`config.mk`:
```
export PLATFORM = sky130hd
export DESIGN_NAME = cfla_ram
export DESIGN_NICKNAME = d
export VERILOG_FILES = /design/src/hw/rtl/cfla_ram.sv
export SDC_FILE = /design/constraint.sdc
export NUM_CORES = 2
export LEC_CHECK = 0
export BUFFER_PORTS_ARGS = -buffer_cell sky130_fd_sc_hd__buf_2
export CAP_MARGIN = 20
export CORE_MARGIN = 4
export CORE_UTILIZATION = 58
export DETAILED_ROUTE_END_ITERATION = 10
export GPL_ROUTABILITY_DRIVEN = 0
export HOLD_SLACK_MARGIN = 0.06
export PLACE_DENSITY_LB_ADDON = 0.05
export SYNTH_ARGS = -nofsm -noshare
export SYNTH_HDL_FRONTEND = slang
export SYNTH_SLANG_ARGS = --single-unit
```
`constraint.sdc`:
```
create_clock -name clock -period 5.76 [get_ports clock]
set_clock_uncertainty 0.15 [all_clocks]
set_input_delay 1.152 -clock clock [delete_from_list [all_inputs] [get_ports clock]]
set_output_delay 1.152 -clock clock [all_outputs]
set_load 0.05 [all_outputs]
```
`src/hw/rtl/cfla_ram.sv`:
```
// Simple dual port RAM with registered read data.
module cfla_ram #(
   parameter int DEPTH = 64,
   parameter int WIDTH = 41
) (
   input  logic                     clock,
   input  logic                     we,
   input  logic [$clog2(DEPTH)-1:0] waddr,
   input  logic [WIDTH-1:0]         wdata,
   input  logic [$clog2(DEPTH)-1:0] raddr,
   output logic [WIDTH-1:0]         rdata
);
   logic [WIDTH-1:0] mem [DEPTH];
   logic [WIDTH-1:0] rdata_ff;

   always_ff @(posedge clock) begin
      if (we) begin
         mem[waddr] <= wdata;
      end
      rdata_ff <= mem[raddr];
   end

   assign rdata = rdata_ff;
endmodule

```
# == Word level (Yosys, flattened, before mapping) ==
# Memory sizes are Yosys's and may differ from the RTL's. A register that Yosys moved wholly into a read port is not among the register bits.
# Index checks and enable logic that the tools add are counted.
# classes
n_addsub,0
n_mul,0
div,0
n_lt_le_gt_ge,0
eq_ne,0
shift,0
mux,2
n_bitwise,0
reduce_logical,0
# op_table
operator,count
$mux W1,2
# word_totals
ff_bits,0
latchBits,0
ramBits,2624
rom_bits,0
out_inout_bits,41
word_cells,3
memories,1
# memory_table
memory,depth,width,read_ports,rd_clocked_by_memory_dff,wr,line,source
mem,64,41,1,1,1,13,logic [WIDTH-1:0] mem [DEPTH];

# == Depth between registers and ports, before layout ==
# logic_depth
depth_word,2
mapped_depth,9

# == Worst setup path after synthesis ==
# No wires, ideal clock.
# synth_timing
kind,input to register
startpoint,input port waddr[3]
endpoint,memory mem[48][0] (enable)
arrival_time_ns,4.455
t_required_ns,5.120
slack_ns,0.665
path_stages,4
n_path_buf,1
path_cell_list,clkbuf_1 nor2b_1 nand4b_1 nor3_1
# synth_lines
item,line,source
from (decl),8,"input logic [$clog2(DEPTH)-1:0] waddr,"
to (decl),13,
# Straight into the memory's write port.

==> results.toml <==
[status]
status = "complete, no violations"

[route]
ant_nets = 0
post_drt_via_cell_ratio = 6.74
firstDrtPassIters = 5
drc = 0
finalWirelength_microns = 255000
met1_length_microns = 103000
top_layer = "met5"
wl_met2_microns = 123000
post_drt_wl_per_cell_microns = 35.9
via_count = 47900
wl_met3_microns = 22900
drt_iter0_drc = 6294

[finish]
multi_input_area_sq_um = 19700
fin_nets = 4645
fillCellCount = 10900
mostFrequentLayoutCells = "2624 x edfxtp_1, 654 x mux4_2, 295 x clkbuf_16"
area_delta_synth_final_pct = 13.9
final_common_cell = "edfxtp_1"
drive_above_1_share = 0.298
final_area_sq_um = 114000
fin_util = 0.665
seqCellArea_sq_um = 79600

[logic_synthesis]
synth.top_cells.by_area = "edfxtp_1 79%, mux4_2 15%, dfxtp_1 0.82%, a221oi_1 0.62%, a22o_1 0.61%"
synth.net_count = 4281
synth-edff-count = 2624
synth.avg_cell_area_sq_um = 23.7
async_flop_share = 0
netlist_instances = 4226
ys_seq_area_frac = 0.795
syn_area_sq_um = 100000
synth_compound_area_frac = 0.0296
synth_top_family_by_area = "multiplexers"
synth_mux_area_frac = 0.152
synth_top_cell_by_area = "edfxtp_1"
synth_flop_cell = "edfxtp_1"
yosys_register_bits = 2665
synth_xor_area_frac = 0
ys_types = 37
synth-adder-area-share = 0
synth-simple-area-share = 0.00957
yosys_warnings = 0
yosysTopAreaCellShare = 0.787

[die]
core_sq_um = 172000
die_h_microns = 423
top_level_ports = 96
initial_utilization = 0.584
dieArea_sq_um = 179000
die_x_microns = 423
rows = 152

[pwr]
seq_power_share = 0.526
powerDensity_nw_per_um2 = 360
total_power_uw = 41000
switchingPower_uw = 8560
p_comb_frac = 0.052
p_int_uw = 32500
p_leak_uw = 0.0356
ir_drop_v = 0.000316
clock_power_share = 0.423
swShare = 0.209

[hold_path]
hp-class = "primary input to register"

[setup_path]
path_max_fanout = 45
crit_chain = "buf_8, buf_12, buf_4, mux4_2, a22o_1, a221oi_1, a221oi_1"
cpMaxStageDelayCell = "a221oi_1"
crit_top_cell = "a221oi_1"
endpoint_kind = "register"
critical-path-max-stage-delay_ns = 0.75
required_ns = 6.32
cp.arrival_ns = 4.15
critical_path_class = "primary input to register"
crit_family = "buffers and inverters"
start_kind = "primary input"
critPathBufInv = 3

[clocking]
clock-root-buffer = "clkbuf_16"
hold_buffers = 0
path_clk_slew_ns = 0.06
cts_sinks = 2665
cts_tree = "yes"
cts_buffer_depth = 4
clk_latency_ns = 0.92
ctsResizeCount = 0
cts_buffers = 286
htreeDepth = 5
cts_setup_buffers = 0

[sta]
min_period_ns = 3.58
drv_slew = 0
setup_slack_ns = 2.18
max-slew-margin-rel = 0.234
fin_crit_sh = 0.622
finalSetupTns_ns = 0
rsz0062_at_grt = "false"
hold_viol = 0
setup_violations = 0
fmax_mhz = 279
worst_pin_slew_ns = 1.15

[global_route]
grt_usage = 0.289
grt_pass1_vias = 48000
antenna_found_initial = 17
grt_max_degree = 89
gr-total-overflow = 0
grt_pass1_wl_microns = 365000

[job]
max-cap-violations = 0

[place]
dp_hpwl_microns = 139000
port_buffers = 95
place_ws_ns = 1.24
place_area_sq_um = 105000
==> worst register-to-register path, delay by kind of cell, from the launching register on <==
family	cells	cell delay (ns)
AOI/OAI and AO/OA	3	1.36
muxes	1	0.46
DFF	1	0.36
==> worst paths after layout <==
| path | from | endpoint | slack (ns) | cells past startpoint |
|---|---|---|---|---|
| worst min-delay path | wdata[3] | mem[46][3]$_DFFE_PP_ | 0.38 | 1 |
| worst max register to register | mem[26][27]$_DFFE_PP_ | rdata[27]$_DFF_P_ | 3.24 | 4 |
| worst max-delay path | raddr[0] | rdata[20]$_DFF_P_ | 2.18 | 7 |
| worst min register to register | mem[20][36]$_DFFE_PP_ | rdata[36]$_DFF_P_ | 0.70 | 3 |
==> kinds of logic after synthesis <==
family                 Yosys count
flip-flops                    2665
multiplexers                   703
AO/OA/AOI/OAI                  406
buffers and inverters          243
AND/OR/NAND/NOR                209
==> area by class of cell <==
cell class                 instances  share of cell area
clock inverter                   113             0.00850
multi-input combinational       1318               0.173
timing repair buffer             319              0.0271
antenna                            5            0.000110
sequential                      2665               0.698
tap                             2310              0.0253
clock buffer                     371              0.0682
==> layer usage <==
metal  GRT usage  vias to the layer above
met5           0                        -
met4      0.0725                        6
met3      0.0539                      390
met2       0.454                     2363
met1       0.430                    26000
li1            -                    19100
==> power groups by stage <==
| stage | Sequential (uW) | Combinational [uW] | Clock, uW |
|---|---|---|---|
| after global routing | 21600 | 2230 | 18500 |
| after detailed placement | 22000 | 2050 | 0 |
| after floorplan | 22100 | 1030 | 0 |
| after CTS | 21600 | 2060 | 17600 |
| final | 21600 | 2120 | 17400 |
| after global placement | 22000 | 2030 | 0 |
==> cells in the mapped netlist (3+ instances only) <==
cell type and count:
nand2b_1 8, buf_6 21, nand3b_1 5, a211oi_1 11, nor3_1 18, or3_1 3, a22oi_1 44, mux2i_1 44
nand4_1 3, edfxtp_1 2624, nand3_1 14, a311oi_1 11, buf_2 72, dfxtp_1 41, o21ai_0 11, buf_1 18
or3b_2 4, a22o_1 70, clkbuf_1 86, mux2_2 5, nand2_1 17, nor2_1 114, nor2b_1 13, buf_4 45
mux4_2 654, a21oi_1 67, o221ai_1 26, and2_1 4, o22ai_1 93, a221oi_1 71
==> per-stage QoR <==
step / hold slack, ns / instances
finish: 0.382 / 7101
global placement: 0.698 / 6571
detailed placement: 0.711 / 6575
CTS: 0.641 / 7059
floorplan: 0.639 / 4226
global route: 0.331 / 7096
==> sequential cells by signal (all words and copies together), names as in the netlist <==
signal	cells
mem	2624
rdata	41
(Power assumes the default switching activity.)
