<file path="src/hw/rtl/cfla_pkg.sv">
// Shared constants, types and codes for the coalescing free list allocator.
package cfla_pkg;

   localparam int ADDR_BITS         = 20;
   localparam int LEN_BITS          = ADDR_BITS + 1;
   localparam int WIDE_BITS         = ADDR_BITS + 2;
   localparam int MAX_SEGMENTS      = 64;
   localparam int SEG_IW            = 6;
   localparam int MAX_RECORDS       = 64;
   localparam int REC_IW            = 6;
   localparam int CNT_BITS          = 7;
   localparam int PAD_BITS          = 16;
   localparam int MIN_ALIGN_LOG2    = 4;
   localparam int HEADER_BYTES      = 16;
   localparam int FREE_RECORD_BYTES = 16;
   localparam int STAT_BITS         = 32;

   localparam logic [LEN_BITS-1:0] ARENA_MAX = LEN_BITS'(1) << ADDR_BITS;

   typedef enum logic [1:0] {
      OP_ALLOC = 2'd0,
      OP_FREE  = 2'd1,
      OP_INIT  = 2'd2
   } op_type;

   localparam logic [2:0] ST_OK         = 3'd0;
   localparam logic [2:0] ST_IGNORED    = 3'd1;
   localparam logic [2:0] ST_EXHAUSTED  = 3'd2;
   localparam logic [2:0] ST_UNKNOWN    = 3'd3;
   localparam logic [2:0] ST_TABLE_FULL = 3'd4;

   typedef enum logic [4:0] {
      S_BOOT,
      S_IDLE,
      S_FIT_RD,
      S_FIT_CHK,
      S_SLOT,
      S_ACOMMIT,
      S_ASTAT,
      S_SHDN_RD,
      S_SHDN_WR,
      S_REC_RD,
      S_REC_CHK,
      S_POS_RD,
      S_POS_CHK,
      S_FREE_ACT,
      S_SHUP_RD,
      S_SHUP_WR,
      S_DONE
   } state_type;

   typedef struct packed {
      logic [ADDR_BITS-1:0] start;
      logic [LEN_BITS-1:0]  length;
   } seg_type;

   typedef struct packed {
      logic [ADDR_BITS-1:0] user_offset;
      logic [ADDR_BITS-1:0] padding;
      logic [LEN_BITS-1:0]  charged;
   } rec_type;

   typedef struct packed {
      logic                  fits;
      logic [PAD_BITS-1:0]   pad;
      logic [WIDE_BITS-1:0]  total;
   } fit_type;

endpackage

</file>
<file path="src/hw/rtl/cfla_fit.sv">
// Fit unit: aligned padding and total size of an allocation within one segment.
module cfla_fit (
   input  cfla_pkg::seg_type                  seg,
   input  logic [cfla_pkg::LEN_BITS-1:0]      bytes,
   input  logic [3:0]                         alog,
   output cfla_pkg::fit_type                  fit
);
   import cfla_pkg::*;

   logic [3:0]           shift;
   logic [WIDE_BITS-1:0] amask;
   logic [WIDE_BITS-1:0] base;
   logic [WIDE_BITS-1:0] up;
   logic [WIDE_BITS-1:0] pad;
   logic [WIDE_BITS-1:0] total;

   always_comb begin
      shift = (alog < 4'(MIN_ALIGN_LOG2)) ? 4'(MIN_ALIGN_LOG2) : alog;
      amask = (WIDE_BITS'(1) << shift) - WIDE_BITS'(1);
      base  = WIDE_BITS'(seg.start) + WIDE_BITS'(HEADER_BYTES);
      up    = (base + amask) & ~amask;
      pad   = up - WIDE_BITS'(seg.start);
      total = pad + WIDE_BITS'(bytes);
      fit.pad   = pad[PAD_BITS-1:0];
      fit.total = total;
      fit.fits  = WIDE_BITS'(seg.length) >= total;
   end
endmodule

</file>
<file path="config.mk">
export PLATFORM = sky130hd
export DESIGN_NAME = cfla_fit
export DESIGN_NICKNAME = d
export VERILOG_FILES = /design/src/hw/rtl/cfla_pkg.sv /design/src/hw/rtl/cfla_fit.sv
export SDC_FILE = /design/constraint.sdc
export NUM_CORES = 1
export LEC_CHECK = 0
export BUFFER_PORTS_ARGS = -buffer_cell sky130_fd_sc_hd__buf_2
export CORE_ASPECT_RATIO = 1.75
export CORE_MARGIN = 4
export CORE_UTILIZATION = 45
export DETAILED_ROUTE_END_ITERATION = 7
export GPL_ROUTABILITY_DRIVEN = 0
export GPL_TIMING_DRIVEN = 1
export PLACE_DENSITY_LB_ADDON = 0.12
export SLEW_MARGIN = 0
export SYNTH_ARGS = -nofsm -noshare
export SYNTH_HDL_FRONTEND = slang
export SYNTH_SLANG_ARGS = --single-unit
</file>
<file path="constraint.sdc">
create_clock -name vclk -period 18.3
set_input_delay 2.745 -clock vclk [all_inputs]
set_output_delay 2.745 -clock vclk [all_outputs]
set_load 0.02 [all_outputs]
</file>
=== Yosys cells after proc, flatten, opt, wreduce, memory -nomap -nowiden ===
Cells that the tools add are included.

* Bitwise gates (word level): 2
* $add $sub $neg: 5
* Shift operators: 1
* Mux-type cells: 1
* Magnitude comparators: 2

{| class="wikitable"
|+ Operators by type and width
! kind !! number
|-
| $add 21x22->22 || 1
|-
| $add 22x21->22 || 1
|-
| $and 22x22->22 || 1
|-
| $ge 21x22->1 || 1
|-
| $not 22->22 || 1
|-
| $shl 1x4->22 const A || 1
|-
| $sub 22x2->22 const B || 1
|-
| $sub 22x20->22 || 1
|-
| $add 20x5->21 const B || 1
|-
| $lt 4x3->1 const B || 1
|-
| $mux 4 || 1
|}

* Bits of input ports: 66
* Register bits after elaboration: 0
* Logic and storage cells: 11
* Output and inout bits: 39

=== Depth between registers and ports, before layout ===
Gate-level depths: netlist of the first run.

* Word-level depth: 9
* Depth in mapped cells: 37

=== Worst setup path after synthesis of the first run ===
Ideal clock, no wire load.

* Kind: input port to output port
* Start point: input alog[3]
* End point: output fit[38] in the netlist's numbering
* Required time: 15.555 ns
* Slack: 6.493 ns
* Stages on the path: 33
* Data arrival time: 9.062 ns
* Path through: clkbuf_1 a21o_1 a21boi_0 ha_1 ha_1 o21ai_0 or2b_1 a31oi_1 xor2_1 nor2_1 ha_1 a21oi_1 nor2b_1 a221oi_1 nand2_1 nand2_1 nand2b_1 a21oi_1 xnor2_1 ha_1 clkbuf_1 a21oi_1 nor3b_1 a211oi_1 or2_2 ha_1 nand3_1 or2_2 nor3_1 nand4_1 a2bb2oi_1 a21oi_1 o21a_1

{| class="wikitable"
|+ RTL lines
! what !! RTL line !! source
|-
| start, declared || cfla_fit.sv:5 || <nowiki>input logic [3:0] alog,</nowiki>
|-
| end, declared || cfla_fit.sv:6 || <nowiki>output cfla_pkg::fit_type fit</nowiki>
|}

==> impl_metrics.json, run 1 <==
{
  "num-nets-final": 849,
  "place_ws_ps": 5920,
  "hold_path.class": "input pin to output port",
  "die_y_um": 135,
  "final_core_util_pct": 53.3,
  "crit_path_top_delay_cell": "ha_1",
  "die_w_um": 80.4,
  "ioPinCount": 105,
  "cts-resized-gates": 0,
  "post_drt_via_cell_ratio": 5.43,
  "clkbuf_count": 0,
  "grt.busiest_layer": "met2",
  "grt_overflow_total": 0,
  "syn_area_um2": 4120,
  "synth_area_leader_cell": "ha_1",
  "rsz0062_at_grt": "false",
  "postSynthCellCount": 567,
  "ir_drop_mv": 0.0947,
  "grtUsageMet1_pct": 20.3,
  "use_met2_pct": 40.9,
  "dp_hpwl_um": 9840,
  "cp-start-kind": "input pin",
  "placementRows": 46,
  "grt_pass1_vias": 4196,
  "timing.final.crit_period_ps": 12400,
  "seqCellArea_um2": 0,
  "synth_top_cell_area_share_pct": 32.5,
  "p_leak_nw": 2.65,
  "drc_errors": 0,
  "drtIter0Drc": 94,
  "track_usage_pct": 19.4,
  "start_util_pct": 45.9,
  "cpPeakStageDelay_ps": 420,
  "antenna_found_initial": 0,
  "ys_seq_area_share_pct": 0,
  "firstDrtPassIters": 4,
  "crit_buf_inv": 3,
  "ant_nets": 0,
  "met3_usage_pct": 1.94,
  "grt_max_degree": 12,
  "synth_warnings": 0,
  "final-max-slew-violation-count": 0,
  "powerDensity_nw_per_um2": 145,
  "io_buffers": 105,
  "avgSynthCellArea_um2": 7.27,
  "syn_to_final_growth_pct": 16.2,
  "cp.depth": 36,
  "finalWorstSetupSlack_ps": 5900,
  "status": "finished, final reports clean",
  "period_share_pct": 67.8,
  "max_cap_violations": 0,
  "finalSetupTns_ps": 0,
  "drt_wl_total_um": 10800,
  "synth_cell_types": 62,
  "vias": 4293,
  "worstPathRequired_ps": 15550,
  "cp.arrival_ps": 9650,
  "synth.area.top_cells": "ha_1 32%, xnor2_1 5.5%, a21oi_1 5.5%",
  "n_antenna_cell": 0,
  "grt_pass1_wl_um": 17700,
  "avgRoutedWirePerCell_um": 13.7,
  "cp_max_fo": 7,
  "cp_top_family": "compound AO/OA/AOI/OAI gates",
  "fmax_mhz": 80.7,
  "core-area_um2": 8980,
  "drive_above_1_share_pct": 19.1,
  "worstSetupEndpointType": "output port",
  "finalSetupViolCount": 0,
  "critPathMostFrequentCell": "ha_1",
  "seq_cells": 0,
  "crit_type": "input pin to output port",
  "dieArea_um2": 10800,
  "cts_hold_buffers": 0,
  "cp-endpoint": "fit[38]",
  "hold_violations": 0,
  "startpoint": "alog[0]",
  "post_cts_buffers": 0
}
==> metrics by stage <==
stage | std cells | hold WS (ps) | instance area, um^2 | power, mW
global placement | 791 | 5810 | 4790 | 0.691
finish | 791 | 5810 | 4790 | 0.695
global route | 791 | 5830 | 4790 | 0.777
detailed placement | 791 | 5810 | 4790 | 0.698
floorplan | 575 | 5680 | 4150 | 0.521
CTS | 791 | 5810 | 4790 | 0.703
==> how the worst min path moves through the flow <==
stage | start | endpoint | slack [ps] | cells past startpoint
after floorplan | seg[21] | fit[22] | 5680 | 1
after global placement | seg[21] | fit[22] | 5810 | 2
after detailed placement | seg[21] | fit[22] | 5810 | 2
after CTS | seg[21] | fit[22] | 5810 | 2
after global routing | seg[21] | fit[22] | 5830 | 2
final | seg[21] | fit[22] | 5810 | 2
==> report_power, final <==
group          switching (mW)  internal (mW)  total [mW]
combinational           0.415          0.280       0.695
sequential                  0              0           0
clock                       0              0           0
total                   0.415          0.280       0.695
==> cell type report <==
cell class	count	area (um^2)
Fill cell	935	4190
Multi-Input combinational cell	508	3900
Timing Repair Buffer	105	526
Inverter	58	218
Tap cell	120	150
==> kinds of logic (layout without fill, tap and decap cells) <==
| family | Yosys count | count (layout) | share of synthesized area [%] |
|---|---|---|---|
| fa+ha+maj | 110 | 110 | 33.9 |
| simple gates | 162 | 162 | 19.6 |
| buf+inv | 67 | 163 | 6.22 |
| other cells | 2 | 10 | 0.182 |
| compound gates | 176 | 176 | 29.0 |
| xor+xnor | 49 | 49 | 10.9 |
| mux | 1 | 1 | 0.243 |
==> layer usage <==
metal / share of wire (%) / wire, um
met1: 37 / 4050
met2: 57 / 6180
met3: 4.6 / 500
met4: 1.1 / 119
met5: 0 / 0
==> cells in the mapped netlist, drive strengths merged, types with 3 or more instances <==
master	number
ha	107
inv	58
a21oi	45
nor2	43
o21ai	36
nand2	31
a21o	27
xnor2	27
xor2	22
nand3	16
nor3	14
o21a	13
nor2b	11
a211oi	10
nand4	10
clkbuf	7
nand2b	7
o21bai	7
or2	7
or3	6
a31oi	5
nor3b	5
a211o	4
a21boi	3
and3	3
fa	3
o211a	3
o211ai	3
==> cells in the final DEF (no fill, tap or decap), drive strengths merged, types with 11 or more instances in the layout <==
master,n
ha,107
o21a,13
a21o,27
nand3,16
inv,58
xnor2,27
nor2b,11
xor2,22
nand2,31
nor2,43
o21ai,36
buf,105
nor3,14
a21oi,45
Note: power is estimated with default switching activity, not from simulation.
==> inputs of run 2 (changes only) <==
clock period = 11.6 ns   (was 18.3 ns; I/O delays follow)
==> run 2 against run 1 <==
Sequential share of layout area unchanged; core utilization unchanged; power up 58%; critical path depth unchanged; via count down 0.37%; final cell count unchanged; critical endpoint unchanged; largest power group unchanged.
==> impl_metrics.json, run 2 (same netlist as run 1, synthesis figures left out) <==
{
  "status": "finished, final reports clean",
  "cp.arrival_ps": 8650,
  "startpoint": "alog[0]",
  "placed_cell_area_um2": 4790,
  "rsz0062_at_grt": "false",
  "track_usage_pct": 19.5,
  "die_w_um": 80.4,
  "final_common_cell": "ha_1",
  "hold_path_depth": 2,
  "grt_overflow_total": 0,
  "crit_buf_inv": 3,
  "max_cap_violations": 0,
  "cts-resized-gates": 0,
  "hold_path.class": "input pin to output port",
  "avgRoutedWirePerCell_um": 13.7,
  "cp_top_family": "compound AO/OA/AOI/OAI gates",
  "finalWorstSetupSlack_ps": 1210,
  "cp_max_fo": 7,
  "post_cts_buffers": 0,
  "cp.depth": 36,
  "placementRows": 46,
  "grt_max_degree": 12,
  "cpPeakStageDelay_ps": 420,
  "grt_pass1_wl_um": 17800,
  "clkbuf_count": 0,
  "hold_violations": 0,
  "worstSetupEndpointType": "output port",
  "design_area_um2": 4790,
  "drt_wl_total_um": 10800,
  "syn_to_final_growth_pct": 16.2,
  "finalSetupViolCount": 0,
  "n_antenna_cell": 0,
  "ant_nets": 0,
  "final-max-slew-violation-count": 0,
  "mostFrequentLayoutCells": "107 x ha_1, 105 x buf_2, 58 x inv_1",
  "vias": 4277,
  "total_power_mw": 1.10,
  "period_share_pct": 89.5,
  "timing.final.crit_period_ps": 10390,
  "place_ws_ps": 1230,
  "powerDensity_nw_per_um2": 229,
  "ioPinCount": 105,
  "dieArea_um2": 10800,
  "crit_path_top_delay_cell": "ha_1",
  "p_leak_nw": 2.65,
  "cts_hold_buffers": 0,
  "dp_hpwl_um": 9860,
  "drtIter0Drc": 110,
  "drive_above_1_share_pct": 19.1,
  "post_drt_via_cell_ratio": 5.41,
  "crit_type": "input pin to output port",
  "critPathMostFrequentCell": "ha_1",
  "io_buffers": 105,
  "grt_pass1_vias": 4178,
  "ir_drop_mv": 0.142,
  "cp-endpoint": "fit[38]",
  "num-nets-final": 849,
  "core-area_um2": 8980,
  "seq_cells": 0,
  "start_util_pct": 45.9,
  "drc_errors": 0,
  "antenna_found_initial": 0,
  "firstDrtPassIters": 4,
  "die_y_um": 135,
  "fmax_mhz": 96.3,
  "finalSetupTns_ps": 0,
  "cp-start-kind": "input pin",
  "worstPathRequired_ps": 9860,
  "seqCellArea_um2": 0
}
==> run 2: final cells by class <==
type / instances / area, um^2
Multi-Input combinational cell: 508 / 3900
Inverter: 58 / 218
Fill cell: 936 / 4190
Tap cell: 120 / 150
Timing Repair Buffer: 105 / 526
==> run 2: per-stage QoR <==
stage,util [%],std cells,hold slack [ps]
floorplan,-,575,3670
global placement,53.3,791,3800
detailed placement,53.3,791,3800
CTS,53.3,791,3800
global route,53.3,791,3820
finish,53.3,791,3800
==> run 2: worst min-delay path by stage <==
stage / startpoint / to / slack (ps)
2_1_floorplan: seg[21] / fit[22] / 3670
3_3_place_gp: seg[21] / fit[22] / 3800
3_5_place_dp: seg[21] / fit[22] / 3800
4_1_cts: seg[21] / fit[22] / 3800
5_1_grt: seg[21] / fit[22] / 3820
6_report: seg[21] / fit[22] / 3800
==> run 2: layer usage <==
metal | vias to the layer above | wire (um) | share of wire, % | GRT usage, %
met5 | - | 0 | 0 | 0
met4 | 0 | 119 | 1.1 | 1.79
met3 | 8 | 481 | 4.4 | 1.87
met2 | 83 | 6180 | 57 | 40.9
met1 | 1923 | 4030 | 37 | 20.5
li1 | 2263 | - | - | -
==> run 2: where the power goes <==
part / internal, mW / switching [mW] / total [mW] / leakage, nW
Combinational: 0.442 / 0.654 / 1.10 / 2.65
Clock: 0 / 0 / 0 / 0
Sequential: 0 / 0 / 0 / 0
Total: 0.442 / 0.654 / 1.10 / 2.65
==> inputs of run 3 (changes only) <==
clock period = 10.8 ns   (was 11.6 ns; I/O delays follow)
==> run 3 against run 2 <==
Via count is essentially flat; combinational power grew 7%; clock-buffer cell count stayed put; design area unchanged; first-iteration DRC count up 0.91%; worst setup slack lost 560 ps; power rose by 7.4%; critical path type unchanged; critical endpoint unchanged.
==> impl_metrics.json, run 3 (same netlist as run 1, synthesis figures left out) <==
{
  "status": "finished, final reports clean",
  "stdcell_count": 791,
  "ioPinCount": 105,
  "mostFrequentLayoutCells": "107 x ha_1, 105 x buf_2, 58 x inv_1",
  "placementRows": 46,
  "cp.arrival_ps": 8530,
  "dieArea_um2": 10800,
  "vias": 4275,
  "drtIter0Drc": 111,
  "antenna_found_initial": 0,
  "worstSetupEndpointType": "output port",
  "seqCellArea_um2": 0,
  "grt_overflow_total": 0,
  "track_usage_pct": 19.0,
  "drc_errors": 0,
  "hold_path.class": "input pin to output port",
  "powerDensity_nw_per_um2": 246,
  "finalSetupViolCount": 0,
  "worstPathRequired_ps": 9180,
  "drive_above_1_share_pct": 19.1,
  "post_drt_via_cell_ratio": 5.40,
  "final_core_util_pct": 53.3,
  "final_common_cell": "ha_1",
  "period_share_pct": 94.0,
  "final-max-slew-violation-count": 0,
  "crit_type": "input pin to output port",
  "ir_drop_mv": 0.154,
  "seq_cells": 0,
  "max_cap_violations": 0,
  "grt_pass1_wl_um": 17400,
  "grt_pass1_vias": 4117,
  "firstDrtPassIters": 4,
  "ant_nets": 0,
  "start_util_pct": 45.9,
  "cp_max_fo": 7,
  "clkbuf_count": 0,
  "rsz0062_at_grt": "false",
  "fmax_mhz": 98.5,
  "startpoint": "alog[0]",
  "core-area_um2": 8980,
  "crit_path_top_delay_cell": "ha_1",
  "drt_wl_total_um": 10700,
  "dp_hpwl_um": 9760,
  "crit_buf_inv": 3,
  "cp-start-kind": "input pin",
  "critPathMostFrequentCell": "ha_1",
  "die_y_um": 135,
  "dpl.cell_count": 791,
  "post_cts_buffers": 0,
  "num-nets-final": 849,
  "p_leak_nw": 2.65,
  "avgRoutedWirePerCell_um": 13.5,
  "finalSetupTns_ps": 0,
  "hold_start": "seg[21]",
  "n_antenna_cell": 0,
  "grt_max_degree": 12,
  "die_w_um": 80.4,
  "cp_top_family": "compound AO/OA/AOI/OAI gates",
  "cpPeakStageDelay_ps": 420,
  "cts_hold_buffers": 0,
  "syn_to_final_growth_pct": 16.2,
  "hold_violations": 0,
  "io_buffers": 105,
  "cts-resized-gates": 0,
  "timing.final.crit_period_ps": 10150
}
run 3: cell counts in the layout (fill, tap and decap cells not counted):
Identical to the previous run, type by type.
run 3: stage by stage:
| step | total power, mW | area, um^2 | setup slack (ps) | hold slack [ps] |
|---|---|---|---|---|
| final | 1.18 | 4790 | 649 | 3560 |
| after global routing | 1.31 | 4790 | 34.6 | 3580 |
| after CTS | 1.19 | 4790 | 650 | 3560 |
| after detailed placement | 1.18 | 4790 | 692 | 3560 |
| after global placement | 1.17 | 4790 | 855 | 3560 |
| after floorplan | 0.883 | 4150 | 1240 | 3430 |
run 3: cell type report:
cell class	count	area (um^2)
fillers	941	4190
inverters	58	218
repair buffers	105	526
multi-input cells	508	3900
well taps	120	150
run 3: path summary, 6_finish.rpt:
path,to,slack [ps],cells past startpoint
hold / removal,fit[22],3560,2
setup / recovery,fit[38],650,36
run 3: metal layers:
| metal | up-vias | wire (um) | global-route usage, % |
|---|---|---|---|
| met5 | - | 0 | 0 |
| met4 | 0 | 149 | 2.16 |
| met3 | 10 | 467 | 1.87 |
| met2 | 85 | 6010 | 39.8 |
| met1 | 1918 | 4080 | 20.1 |
| li1 | 2262 | - | - |
run 3: power breakdown:
group,switching [mW],internal [mW]
clock,0,0
sequential,0,0
combinational,0.702,0.474
